==> src/hw/rtl/lisp_token_scanner_core_defines.svh <==
// assertion macros shared by the token scanner modules
`ifndef LISP_TOKEN_SCANNER_CORE_DEFINES_SVH
`define LISP_TOKEN_SCANNER_CORE_DEFINES_SVH

// same-cycle implication, checked on every rising clock edge outside reset
`define LTS_ASSERT_NOW(lbl, ante, cons, msg) \
   lbl: assert property (@(posedge clock) disable iff (reset) (ante) |-> (cons)) \
      else $error(msg);

// next-cycle implication
`define LTS_ASSERT_NEXT(lbl, ante, cons, msg) \
   lbl: assert property (@(posedge clock) disable iff (reset) (ante) |=> (cons)) \
      else $error(msg);

`endif

==> src/hw/rtl/lts_pkg.sv <==
// types, constants and helper functions of the lisp token scanner
package lts_pkg;

   localparam int unsigned LTS_POS_BITS = 24;
   localparam int unsigned LTS_QUEUE_DEPTH = 4;
   localparam int unsigned LTS_QUEUE_PTR_BITS = $clog2(LTS_QUEUE_DEPTH);
   localparam int unsigned LTS_QUEUE_CNT_BITS = $clog2(LTS_QUEUE_DEPTH + 1);

   typedef logic [LTS_POS_BITS-1:0] pos_word_type;

   typedef struct packed {
      pos_word_type offset;
      pos_word_type line;
      pos_word_type column;
   } pos_type;

   typedef enum logic [2:0] {
      MODE_IDLE    = 3'd0,
      MODE_COMMENT = 3'd1,
      MODE_NUMBER  = 3'd2,
      MODE_IDENT   = 3'd3,
      MODE_STRING  = 3'd4,
      MODE_STR_ESC = 3'd5,
      MODE_TILDE   = 3'd6
   } scan_mode_type;

   typedef enum logic [4:0] {
      KIND_LPAREN    = 5'd0,
      KIND_LBRACKET  = 5'd1,
      KIND_LCURLY    = 5'd2,
      KIND_QUOTE     = 5'd3,
      KIND_BACKQUOTE = 5'd4,
      KIND_TILDE     = 5'd5,
      KIND_TILDE_AT  = 5'd6,
      KIND_CARET     = 5'd7,
      KIND_RPAREN    = 5'd8,
      KIND_RBRACKET  = 5'd9,
      KIND_RCURLY    = 5'd10,
      KIND_IDENT     = 5'd11,
      KIND_STRING    = 5'd12,
      KIND_NUMBER    = 5'd13,
      KIND_UNCLOSED  = 5'd14,
      KIND_END       = 5'd15
   } token_kind_type;

   localparam logic [7:0] CHAR_LF        = 8'd10;
   localparam logic [7:0] CHAR_CR        = 8'd13;
   localparam logic [7:0] CHAR_SPACE     = 8'd32;
   localparam logic [7:0] CHAR_DQUOTE    = 8'h22;
   localparam logic [7:0] CHAR_SQUOTE    = 8'h27;
   localparam logic [7:0] CHAR_LPAREN    = 8'h28;
   localparam logic [7:0] CHAR_RPAREN    = 8'h29;
   localparam logic [7:0] CHAR_COMMA     = 8'h2C;
   localparam logic [7:0] CHAR_ZERO      = 8'h30;
   localparam logic [7:0] CHAR_NINE      = 8'h39;
   localparam logic [7:0] CHAR_SEMI      = 8'h3B;
   localparam logic [7:0] CHAR_AT        = 8'h40;
   localparam logic [7:0] CHAR_LBRACKET  = 8'h5B;
   localparam logic [7:0] CHAR_BSLASH    = 8'h5C;
   localparam logic [7:0] CHAR_RBRACKET  = 8'h5D;
   localparam logic [7:0] CHAR_CARET     = 8'h5E;
   localparam logic [7:0] CHAR_BACKQUOTE = 8'h60;
   localparam logic [7:0] CHAR_LCURLY    = 8'h7B;
   localparam logic [7:0] CHAR_RCURLY    = 8'h7D;
   localparam logic [7:0] CHAR_TILDE     = 8'h7E;

   typedef struct packed {
      logic [7:0] text_byte;
      logic       end_of_text;
   } req_type;

   typedef struct packed {
      logic [4:0]   token_kind;
      pos_word_type start_offset;
      pos_word_type start_line;
      pos_word_type start_column;
      pos_word_type end_offset;
      pos_word_type end_line;
      pos_word_type end_column;
      logic         last_of_run;
   } rsp_type;

   // tokens produced by one accepted item, packed to the front
   typedef struct packed {
      logic [1:0] count;
      rsp_type    tok0;
      rsp_type    tok1;
   } push_type;

   function automatic pos_word_type sat_inc(input pos_word_type v);
      sat_inc = (v == '1) ? v : v + pos_word_type'(1);
   endfunction

   function automatic logic is_digit(input logic [7:0] b);
      is_digit = (b >= CHAR_ZERO) && (b <= CHAR_NINE);
   endfunction

   function automatic logic ident_continues(input logic [7:0] b);
      logic cont;
      cont = (b > CHAR_SPACE);
      case (b)
         CHAR_LBRACKET, CHAR_RBRACKET, CHAR_LCURLY, CHAR_RCURLY,
         CHAR_LPAREN, CHAR_RPAREN, CHAR_DQUOTE, CHAR_BACKQUOTE,
         CHAR_COMMA: cont = 1'b0;
         default: ;
      endcase
      ident_continues = cont;
   endfunction

   function automatic rsp_type make_token(input token_kind_type kind,
                                          input pos_type s, input pos_type e);
      rsp_type t;
      t.token_kind   = kind;
      t.start_offset = s.offset;
      t.start_line   = s.line;
      t.start_column = s.column;
      t.end_offset   = e.offset;
      t.end_line     = e.line;
      t.end_column   = e.column;
      t.last_of_run  = 1'b0;
      make_token = t;
   endfunction

endpackage

==> src/hw/rtl/lisp_token_scanner_core.sv <==
// top level of the lisp token scanner
// Streaming s-expression tokenizer. The req_ channel carries one source byte
// per transfer, or an end mark (end_of_text set, byte ignored). The rsp_
// channel carries tokens with kind, start and end offset, line and column,
// and last_of_run set on the final token caused by one request.
// A request gives zero, one or two tokens; the end mark always gives the
// end-of-stream token, preceded by any pending token.
// Tokens of a request are registered into the token queue as the request is
// taken and offered from the cycle after. Throughput: one request per cycle
// while each request gives at most one token and rsp_stall is low; a request
// giving two tokens leaves an extra one queued. The rate is set by the
// four-entry token queue, raising req_stall while more than two tokens wait.
// Reset (synchronous, active high) empties the queue, returns the scan to
// idle and sets the position to offset 0, line 1, column 1.
// While rsp_stall is high the front token holds; once the queue is near full
// req_stall rises until the receiver drains it.
module lisp_token_scanner_core (
   input  logic             clock,
   input  logic             reset,
   input  logic             req_valid,
   output logic             req_stall,
   input  lts_pkg::req_type req_data,
   output logic             rsp_valid,
   input  logic             rsp_stall,
   output lts_pkg::rsp_type rsp_data
);

   lts_pkg::push_type push;
   logic              accept;
   logic              full;

   assign req_stall = full;
   assign accept    = req_valid && !req_stall;

   lts_scan u_scan (
      .clock  (clock),
      .reset  (reset),
      .accept (accept),
      .item   (req_data),
      .push   (push)
   );

   lts_queue u_queue (
      .clock     (clock),
      .reset     (reset),
      .push      (push),
      .full      (full),
      .rsp_valid (rsp_valid),
      .rsp_stall (rsp_stall),
      .rsp_data  (rsp_data)
   );

endmodule

==> src/hw/rtl/lts_scan.sv <==
// scanner state, position counters and token decode for one byte per cycle while accept is high
`include "lisp_token_scanner_core_defines.svh"

module lts_scan (
   input  logic              clock,
   input  logic              reset,
   input  logic              accept,
   input  lts_pkg::req_type  item,
   output lts_pkg::push_type push
);

   lts_pkg::scan_mode_type mode_ff, mode_in;
   lts_pkg::pos_type       cur_ff, start_ff, start_in, prev_ff;
   logic [7:0]             b;
   logic                   at_end;
   logic                   digit;
   logic                   ident_cont;
   logic                   resume_idle;
   logic                   a_valid, b_valid;
   lts_pkg::rsp_type       tok_a, tok_b;
   lts_pkg::push_type      push_v;

   assign b          = item.text_byte;
   assign at_end     = item.end_of_text;
   assign digit      = lts_pkg::is_digit(b);
   assign ident_cont = lts_pkg::ident_continues(b);

   // byte is scanned as if between tokens
   always_comb begin
      case (mode_ff)
         lts_pkg::MODE_COMMENT,
         lts_pkg::MODE_STRING,
         lts_pkg::MODE_STR_ESC: resume_idle = 1'b0;
         lts_pkg::MODE_NUMBER:  resume_idle = !digit;
         lts_pkg::MODE_IDENT:   resume_idle = !ident_cont;
         lts_pkg::MODE_TILDE:   resume_idle = (b != lts_pkg::CHAR_AT);
         default:               resume_idle = 1'b1;
      endcase
   end

   // next state
   always_comb begin
      mode_in  = mode_ff;
      start_in = start_ff;
      if (accept) begin
         if (at_end) begin
            mode_in = lts_pkg::MODE_IDLE;
         end else begin
            case (mode_ff)
               lts_pkg::MODE_COMMENT: begin
                  if (b == lts_pkg::CHAR_CR || b == lts_pkg::CHAR_LF)
                     mode_in = lts_pkg::MODE_IDLE;
               end
               lts_pkg::MODE_STRING: begin
                  if (b == lts_pkg::CHAR_BSLASH)
                     mode_in = lts_pkg::MODE_STR_ESC;
                  else if (b == lts_pkg::CHAR_DQUOTE)
                     mode_in = lts_pkg::MODE_IDLE;
               end
               lts_pkg::MODE_STR_ESC: mode_in = lts_pkg::MODE_STRING;
               lts_pkg::MODE_TILDE:   mode_in = lts_pkg::MODE_IDLE;
               default: ;
            endcase
            if (resume_idle) begin
               mode_in = lts_pkg::MODE_IDLE;
               if (b > lts_pkg::CHAR_SPACE) begin
                  case (b)
                     lts_pkg::CHAR_SEMI: mode_in = lts_pkg::MODE_COMMENT;
                     lts_pkg::CHAR_LPAREN, lts_pkg::CHAR_RPAREN,
                     lts_pkg::CHAR_LBRACKET, lts_pkg::CHAR_RBRACKET,
                     lts_pkg::CHAR_LCURLY, lts_pkg::CHAR_RCURLY,
                     lts_pkg::CHAR_SQUOTE, lts_pkg::CHAR_BACKQUOTE,
                     lts_pkg::CHAR_CARET: ;
                     lts_pkg::CHAR_TILDE: begin
                        mode_in  = lts_pkg::MODE_TILDE;
                        start_in = cur_ff;
                     end
                     lts_pkg::CHAR_DQUOTE: begin
                        mode_in  = lts_pkg::MODE_STRING;
                        start_in = cur_ff;
                     end
                     default: begin
                        mode_in  = digit ? lts_pkg::MODE_NUMBER : lts_pkg::MODE_IDENT;
                        start_in = cur_ff;
                     end
                  endcase
               end
            end
         end
      end
   end

   // outputs: a is the token closed by this byte, b the single-character token it forms or the end mark
   always_comb begin
      a_valid = 1'b0;
      b_valid = 1'b0;
      tok_a   = lts_pkg::make_token(lts_pkg::KIND_NUMBER, start_ff, prev_ff);
      tok_b   = lts_pkg::make_token(lts_pkg::KIND_END, cur_ff, cur_ff);
      if (accept) begin
         if (at_end) begin
            b_valid = 1'b1;
            case (mode_ff)
               lts_pkg::MODE_NUMBER: a_valid = 1'b1;
               lts_pkg::MODE_IDENT: begin
                  a_valid = 1'b1;
                  tok_a   = lts_pkg::make_token(lts_pkg::KIND_IDENT, start_ff, prev_ff);
               end
               lts_pkg::MODE_TILDE: begin
                  a_valid = 1'b1;
                  tok_a   = lts_pkg::make_token(lts_pkg::KIND_TILDE, start_ff, start_ff);
               end
               lts_pkg::MODE_STRING, lts_pkg::MODE_STR_ESC: begin
                  a_valid = 1'b1;
                  tok_a   = lts_pkg::make_token(lts_pkg::KIND_UNCLOSED, start_ff, prev_ff);
               end
               default: ;
            endcase
         end else begin
            case (mode_ff)
               lts_pkg::MODE_NUMBER: a_valid = !digit;
               lts_pkg::MODE_IDENT: begin
                  a_valid = !ident_cont;
                  tok_a   = lts_pkg::make_token(lts_pkg::KIND_IDENT, start_ff, prev_ff);
               end
               lts_pkg::MODE_TILDE: begin
                  a_valid = 1'b1;
                  if (b == lts_pkg::CHAR_AT)
                     tok_a = lts_pkg::make_token(lts_pkg::KIND_TILDE_AT, start_ff, cur_ff);
                  else
                     tok_a = lts_pkg::make_token(lts_pkg::KIND_TILDE, start_ff, start_ff);
               end
               lts_pkg::MODE_STRING: begin
                  a_valid = (b == lts_pkg::CHAR_DQUOTE);
                  tok_a   = lts_pkg::make_token(lts_pkg::KIND_STRING, start_ff, cur_ff);
               end
               default: ;
            endcase
            if (resume_idle) begin
               case (b)
                  lts_pkg::CHAR_LPAREN: begin
                     b_valid = 1'b1;
                     tok_b   = lts_pkg::make_token(lts_pkg::KIND_LPAREN, cur_ff, cur_ff);
                  end
                  lts_pkg::CHAR_RPAREN: begin
                     b_valid = 1'b1;
                     tok_b   = lts_pkg::make_token(lts_pkg::KIND_RPAREN, cur_ff, cur_ff);
                  end
                  lts_pkg::CHAR_LBRACKET: begin
                     b_valid = 1'b1;
                     tok_b   = lts_pkg::make_token(lts_pkg::KIND_LBRACKET, cur_ff, cur_ff);
                  end
                  lts_pkg::CHAR_RBRACKET: begin
                     b_valid = 1'b1;
                     tok_b   = lts_pkg::make_token(lts_pkg::KIND_RBRACKET, cur_ff, cur_ff);
                  end
                  lts_pkg::CHAR_LCURLY: begin
                     b_valid = 1'b1;
                     tok_b   = lts_pkg::make_token(lts_pkg::KIND_LCURLY, cur_ff, cur_ff);
                  end
                  lts_pkg::CHAR_RCURLY: begin
                     b_valid = 1'b1;
                     tok_b   = lts_pkg::make_token(lts_pkg::KIND_RCURLY, cur_ff, cur_ff);
                  end
                  lts_pkg::CHAR_SQUOTE: begin
                     b_valid = 1'b1;
                     tok_b   = lts_pkg::make_token(lts_pkg::KIND_QUOTE, cur_ff, cur_ff);
                  end
                  lts_pkg::CHAR_BACKQUOTE: begin
                     b_valid = 1'b1;
                     tok_b   = lts_pkg::make_token(lts_pkg::KIND_BACKQUOTE, cur_ff, cur_ff);
                  end
                  lts_pkg::CHAR_CARET: begin
                     b_valid = 1'b1;
                     tok_b   = lts_pkg::make_token(lts_pkg::KIND_CARET, cur_ff, cur_ff);
                  end
                  default: ;
               endcase
            end
         end
      end
   end

   always_comb begin
      push_v.count = {1'b0, a_valid} + {1'b0, b_valid};
      push_v.tok0  = a_valid ? tok_a : tok_b;
      push_v.tok1  = tok_b;
      if (a_valid && b_valid)
         push_v.tok1.last_of_run = 1'b1;
      else
         push_v.tok0.last_of_run = 1'b1;
   end

   assign push = push_v;

   always_ff @(posedge clock) begin
      if (reset) begin
         mode_ff         <= lts_pkg::MODE_IDLE;
         cur_ff.offset   <= '0;
         cur_ff.line     <= lts_pkg::pos_word_type'(1);
         cur_ff.column   <= lts_pkg::pos_word_type'(1);
         start_ff.offset <= '0;
         start_ff.line   <= lts_pkg::pos_word_type'(1);
         start_ff.column <= lts_pkg::pos_word_type'(1);
         prev_ff.offset  <= '0;
         prev_ff.line    <= lts_pkg::pos_word_type'(1);
         prev_ff.column  <= lts_pkg::pos_word_type'(1);
      end else begin
         mode_ff  <= mode_in;
         start_ff <= start_in;
         if (accept && !at_end) begin
            prev_ff       <= cur_ff;
            cur_ff.offset <= lts_pkg::sat_inc(cur_ff.offset);
            if (b == lts_pkg::CHAR_LF) begin
               cur_ff.line   <= lts_pkg::sat_inc(cur_ff.line);
               cur_ff.column <= lts_pkg::pos_word_type'(1);
            end else begin
               cur_ff.column <= lts_pkg::sat_inc(cur_ff.column);
            end
         end
      end
   end

   `LTS_ASSERT_NOW(end_gives_end_token, accept && at_end,
      push_v.count != 2'd0 && ((push_v.count == 2'd1 &&
      push_v.tok0.token_kind == lts_pkg::KIND_END) || (push_v.count == 2'd2 &&
      push_v.tok1.token_kind == lts_pkg::KIND_END)), "end mark without end token")
   `LTS_ASSERT_NEXT(end_returns_idle, accept && at_end,
      mode_ff == lts_pkg::MODE_IDLE, "scan not idle after end mark")

endmodule

==> src/hw/rtl/lts_queue.sv <==
// result queue taking up to two tokens per cycle and giving one per transfer
`include "lisp_token_scanner_core_defines.svh"

module lts_queue (
   input  logic              clock,
   input  logic              reset,
   input  lts_pkg::push_type push,
   output logic              full,
   output logic              rsp_valid,
   input  logic              rsp_stall,
   output lts_pkg::rsp_type  rsp_data
);

   localparam int unsigned PtrBits = lts_pkg::LTS_QUEUE_PTR_BITS;
   localparam int unsigned CntBits = lts_pkg::LTS_QUEUE_CNT_BITS;

   lts_pkg::rsp_type     entry_ff [lts_pkg::LTS_QUEUE_DEPTH];
   logic [PtrBits-1:0]   wr_ptr_ff, rd_ptr_ff;
   logic [CntBits-1:0]   count_ff, count_in;
   logic                 pop;

   assign pop       = rsp_valid && !rsp_stall;
   assign rsp_valid = (count_ff != '0);
   assign rsp_data  = entry_ff[rd_ptr_ff];
   // room for two tokens is needed before an item is taken
   assign full      = (count_ff > CntBits'(lts_pkg::LTS_QUEUE_DEPTH - 2));

   assign count_in = count_ff + CntBits'(push.count) - CntBits'(pop);

   always_ff @(posedge clock) begin
      if (push.count != 2'd0)
         entry_ff[wr_ptr_ff] <= push.tok0;
      if (push.count == 2'd2)
         entry_ff[wr_ptr_ff + PtrBits'(1)] <= push.tok1;
   end

   always_ff @(posedge clock) begin
      if (reset) begin
         wr_ptr_ff <= '0;
         rd_ptr_ff <= '0;
         count_ff  <= '0;
      end else begin
         wr_ptr_ff <= wr_ptr_ff + PtrBits'(push.count);
         rd_ptr_ff <= rd_ptr_ff + PtrBits'(pop);
         count_ff  <= count_in;
      end
   end

   `LTS_ASSERT_NOW(queue_no_overflow, push.count != 2'd0,
      count_ff <= CntBits'(lts_pkg::LTS_QUEUE_DEPTH - 2), "token pushed into full queue")
   `LTS_ASSERT_NOW(queue_bounded, 1'b1,
      count_ff <= CntBits'(lts_pkg::LTS_QUEUE_DEPTH), "queue count beyond depth")
   `LTS_ASSERT_NEXT(queue_pop_only, pop && push.count == 2'd0,
      count_ff == $past(count_ff) - CntBits'(1), "queue count wrong after transfer out")

endmodule
==> config.mk <==
export PLATFORM = sky130hd
export DESIGN_NAME = lisp_token_scanner_core
export DESIGN_NICKNAME = d
export VERILOG_FILES = /design/src/hw/rtl/lts_pkg.sv /design/src/hw/rtl/lisp_token_scanner_core.sv /design/src/hw/rtl/lts_scan.sv /design/src/hw/rtl/lts_queue.sv
export VERILOG_INCLUDE_DIRS = /design/src /design/src/hw/rtl
export SDC_FILE = /design/constraint.sdc
export NUM_CORES = 2
export LEC_CHECK = 0
export BUFFER_PORTS_ARGS = -buffer_cell sky130_fd_sc_hd__clkbuf_2
export CORE_ASPECT_RATIO = 0.8
export CORE_MARGIN = 5
export CORE_UTILIZATION = 55
export DETAILED_ROUTE_END_ITERATION = 6
export HOLD_SLACK_MARGIN = 0.02
export PLACE_DENSITY = 0.83
export SYNTH_ARGS = -nofsm -noshare
export SYNTH_HDL_FRONTEND = slang
export SYNTH_HIERARCHICAL = 1
export SYNTH_SLANG_ARGS = --single-unit
==> constraint.sdc <==
create_clock -name clock -period 19.9 [get_ports clock]
set_clock_uncertainty 0.15 [all_clocks]
set_input_delay 3.98 -clock clock [delete_from_list [all_inputs] [get_ports clock]]
set_output_delay 3.98 -clock clock [all_outputs]
set_load 0.02 [all_outputs]
==> run metrics <==
Wirelength per Cell=25.6 µm; Critical Path Most Common Cell=buf_4; IO Port Bufs=164; Slew @ Worst Pin=1.19 ns; Cells after DPL=4144; Remaining Overflow, GRT=0; Tot Pwr=4.68 mW; most frequent cell after synthesis=edfxtp_1; CTS buffer count=85; HPWL after DPL=61500 µm; highest routed metal layer=met5; Post-Syn Area per Cell=13.3 µm²; Die Height=262 µm; sequential power share=0.443; Vias/cell=6.52; max-cap violations=0; die footprint=0.0851 mm²; row count=92; drt drc=0; Metal-1 WL=45800 µm; Placeable Area=0.0787 mm²; Clk pin slew, worst setup/hold paths=0.06 ns; I/O Pins=165; ant diodes=0; unrepaired setup endpoints after global routing=no; Synth async-reset ratio=0; met3 WL=10900 µm; Setup Buffers After CTS=0; layout net count=3219; Clock Sinks=826; Critical Path Sink Type=flop; Yosys warnings=6; Setup WS post-layout=9.13 ns; clock share of power=0.335; pwr dens=99.5 mW/mm²; CTS root buffer=clkbuf_16; WP data arrival=10.87 ns; synthesized flop and latch total=826; vias in the first global route=27900; 1st-pass router iterations=5; Post-DRT Antenna Nets=0; Post-Synthesis Cell Area=0.0436 mm²; worst min-delay path class=reg -> reg; Iter 0 DRT Violations=3242; top-area cell type share of the netlist area=0.413; Pins Over Slew Limit=0; Synth Instances=3270; EDFF count, synth=600; largest net degree at the start of global routing=98; Initial Util=0.554; Max-slew headroom=0.205; antenna violations before repair=2; Final min period=10.77 ns; CTS tree=built; global-route wire length before repair=169000 µm; f_max=92.9 MHz; Synth Flop Type=edfxtp_1; Final Cycle Share=0.541; worst-path maximum fanout=62; internal power=3.28 mW; status=finished, final reports clean; Max clock buf depth=3; vias post-DR=28100; LEAKAGE=16.9 nW; sequential area share after synthesis=0.517; RD Place Congestion=0.820; post_cts resized=0; H-tree depth=3; final WL=110000 µm; total global-route track usage=0.253; Logic pwr share=0.222; switching share of power=0.299; switching power=1.40 mW; Hold Fails Final Rpt=0; DP Worst Slack=8.58 ns; # setup viols final=0; Finished Layout Cells=4303; Post-CTS Hold Fix Bufs=0; crit-path cells=clkbuf_2 > or4b_1 > or4_4 > a41oi_2 > nor2_1 > a221oi_4 > buf_4 > ha_1 > nor2b_1 > a21oi_1 > nor2_4 > buf_4 > buf_4; largest cells by area after synthesis=edfxtp_1 41%, mux2_2 14%, dfxtp_1 10%, mux4_2 7.7%, mux2_1 5.7%; VDD IR max=0.0694 mV; setup TNS=0 ns; Layout area overhead=7.75%; Core Util, Final=0.597; Die Wd=325 µm; share of layout cells above drive strength 1=0.323; post-synthesis cell type count=73; crit path kind=in -> reg; r2r setup slk=12.69 ns; CP startpoint kind=input pin; worst skew pair latency=0.65 ns; WL met2=50200 µm; post-synthesis cell type with the largest combined area=edfxtp_1; top post-synthesis cells by count=600 x edfxtp_1, 536 x mux2_2, 226 x dfxtp_1, 219 x mux2_1, 212 x nand2_1; CP max-delay cell=buf_4; CP max stage delay=0.97 ns; CP Data Required Time=20.00 ns
[flip-flops by register name, summed over array words and instances, names as in the netlist]
register and count:
u_queue/wr_ptr_ff 2, u_scan/start_ff 72, u_queue/rd_ptr_ff 2, u_queue/count_ff 3, u_scan/prev_ff 72, u_scan/mode_ff 3
u_queue/entry_ff 600, u_scan/cur_ff 72
[layout make-up]
class | instances | area, µm²
clock inverters | 27 | 256
inverters | 16 | 60.1
clock buffers | 132 | 2480
flip-flops and latches | 826 | 22500
multi-input cells | 2053 | 19200
well taps | 1034 | 1290
repair buffers | 215 | 1210
fillers | 5890 | 31700
[through the flow]
stage | hold slack (ns) | instance area [µm²]
floorplan | 0.299 | 43600
global placement | 0.305 | 44300
detailed placement | 0.313 | 44300
CTS | 0.322 | 47000
global route | 0.345 | 47000
finish | 0.321 | 47000
[worst max-delay path: cells and delay by family]
family	cells	cell delay [ns]
buffers and inverters	4	2.60
AO/OA/AOI/OAI	3	1.13
AND/OR/NAND/NOR	5	2.58
adder cells (fa/ha/maj)	1	0.46
[routing by layer]
layer,vias up,track usage
met3,223,0.0569
met4,2,0.0819
met5,-,0
met1,14100,0.352
li1,12300,-
met2,1415,0.400
[cell families after synthesis]
| logic type | Yosys count | synth area share |
|---|---|---|
| other cells | 1 | 0.0000859 |
| xor+xnor | 47 | 0.00943 |
| fa+ha+maj | 9 | 0.00275 |
| flops | 826 | 0.517 |
| mux | 1031 | 0.301 |
| compound gates | 361 | 0.0566 |
| buf+inv | 392 | 0.0473 |
| simple gates | 603 | 0.0660 |
[power by group through the flow]
stage	clock network [mW]	logic [mW]	registers [mW]
2_1_floorplan	0	0.717	2.12
3_3_place_gp	0	1.04	2.10
3_5_place_dp	0	1.05	2.11
4_1_cts	1.59	1.05	2.07
5_1_grt	1.66	1.10	2.08
6_report	1.57	1.04	2.07
[cells in the final DEF (no fill, tap or decap), types with 27 or more instances in the layout]
master       n
buf_4       52
a21oi_1    151
dfxtp_1    224
mux2_2     536
nand2_1    212
clkbuf_2   162
nor2_1     152
nand3_1     73
mux4_2     150
xor2_1      27
mux2i_1    126
a211oi_1    60
clkbuf_16   88
a22o_1      57
nand4_1     27
edfxtp_1   600
clkbuf_1    33
mux2_1     219
[worst paths after layout]
check	from	to	cells past startpoint
worst max-delay path	req_data[1]	u_queue/entry_ff[3][13]	13
worst min-delay path	u_scan/prev_ff[53]	u_scan/prev_ff[53]	2
worst max register to register	u_scan/mode_ff[0]	u_queue/entry_ff[3][13]	12
worst min register to register	u_scan/prev_ff[53]	u_scan/prev_ff[53]	2
(Power assumes the default switching activity.)
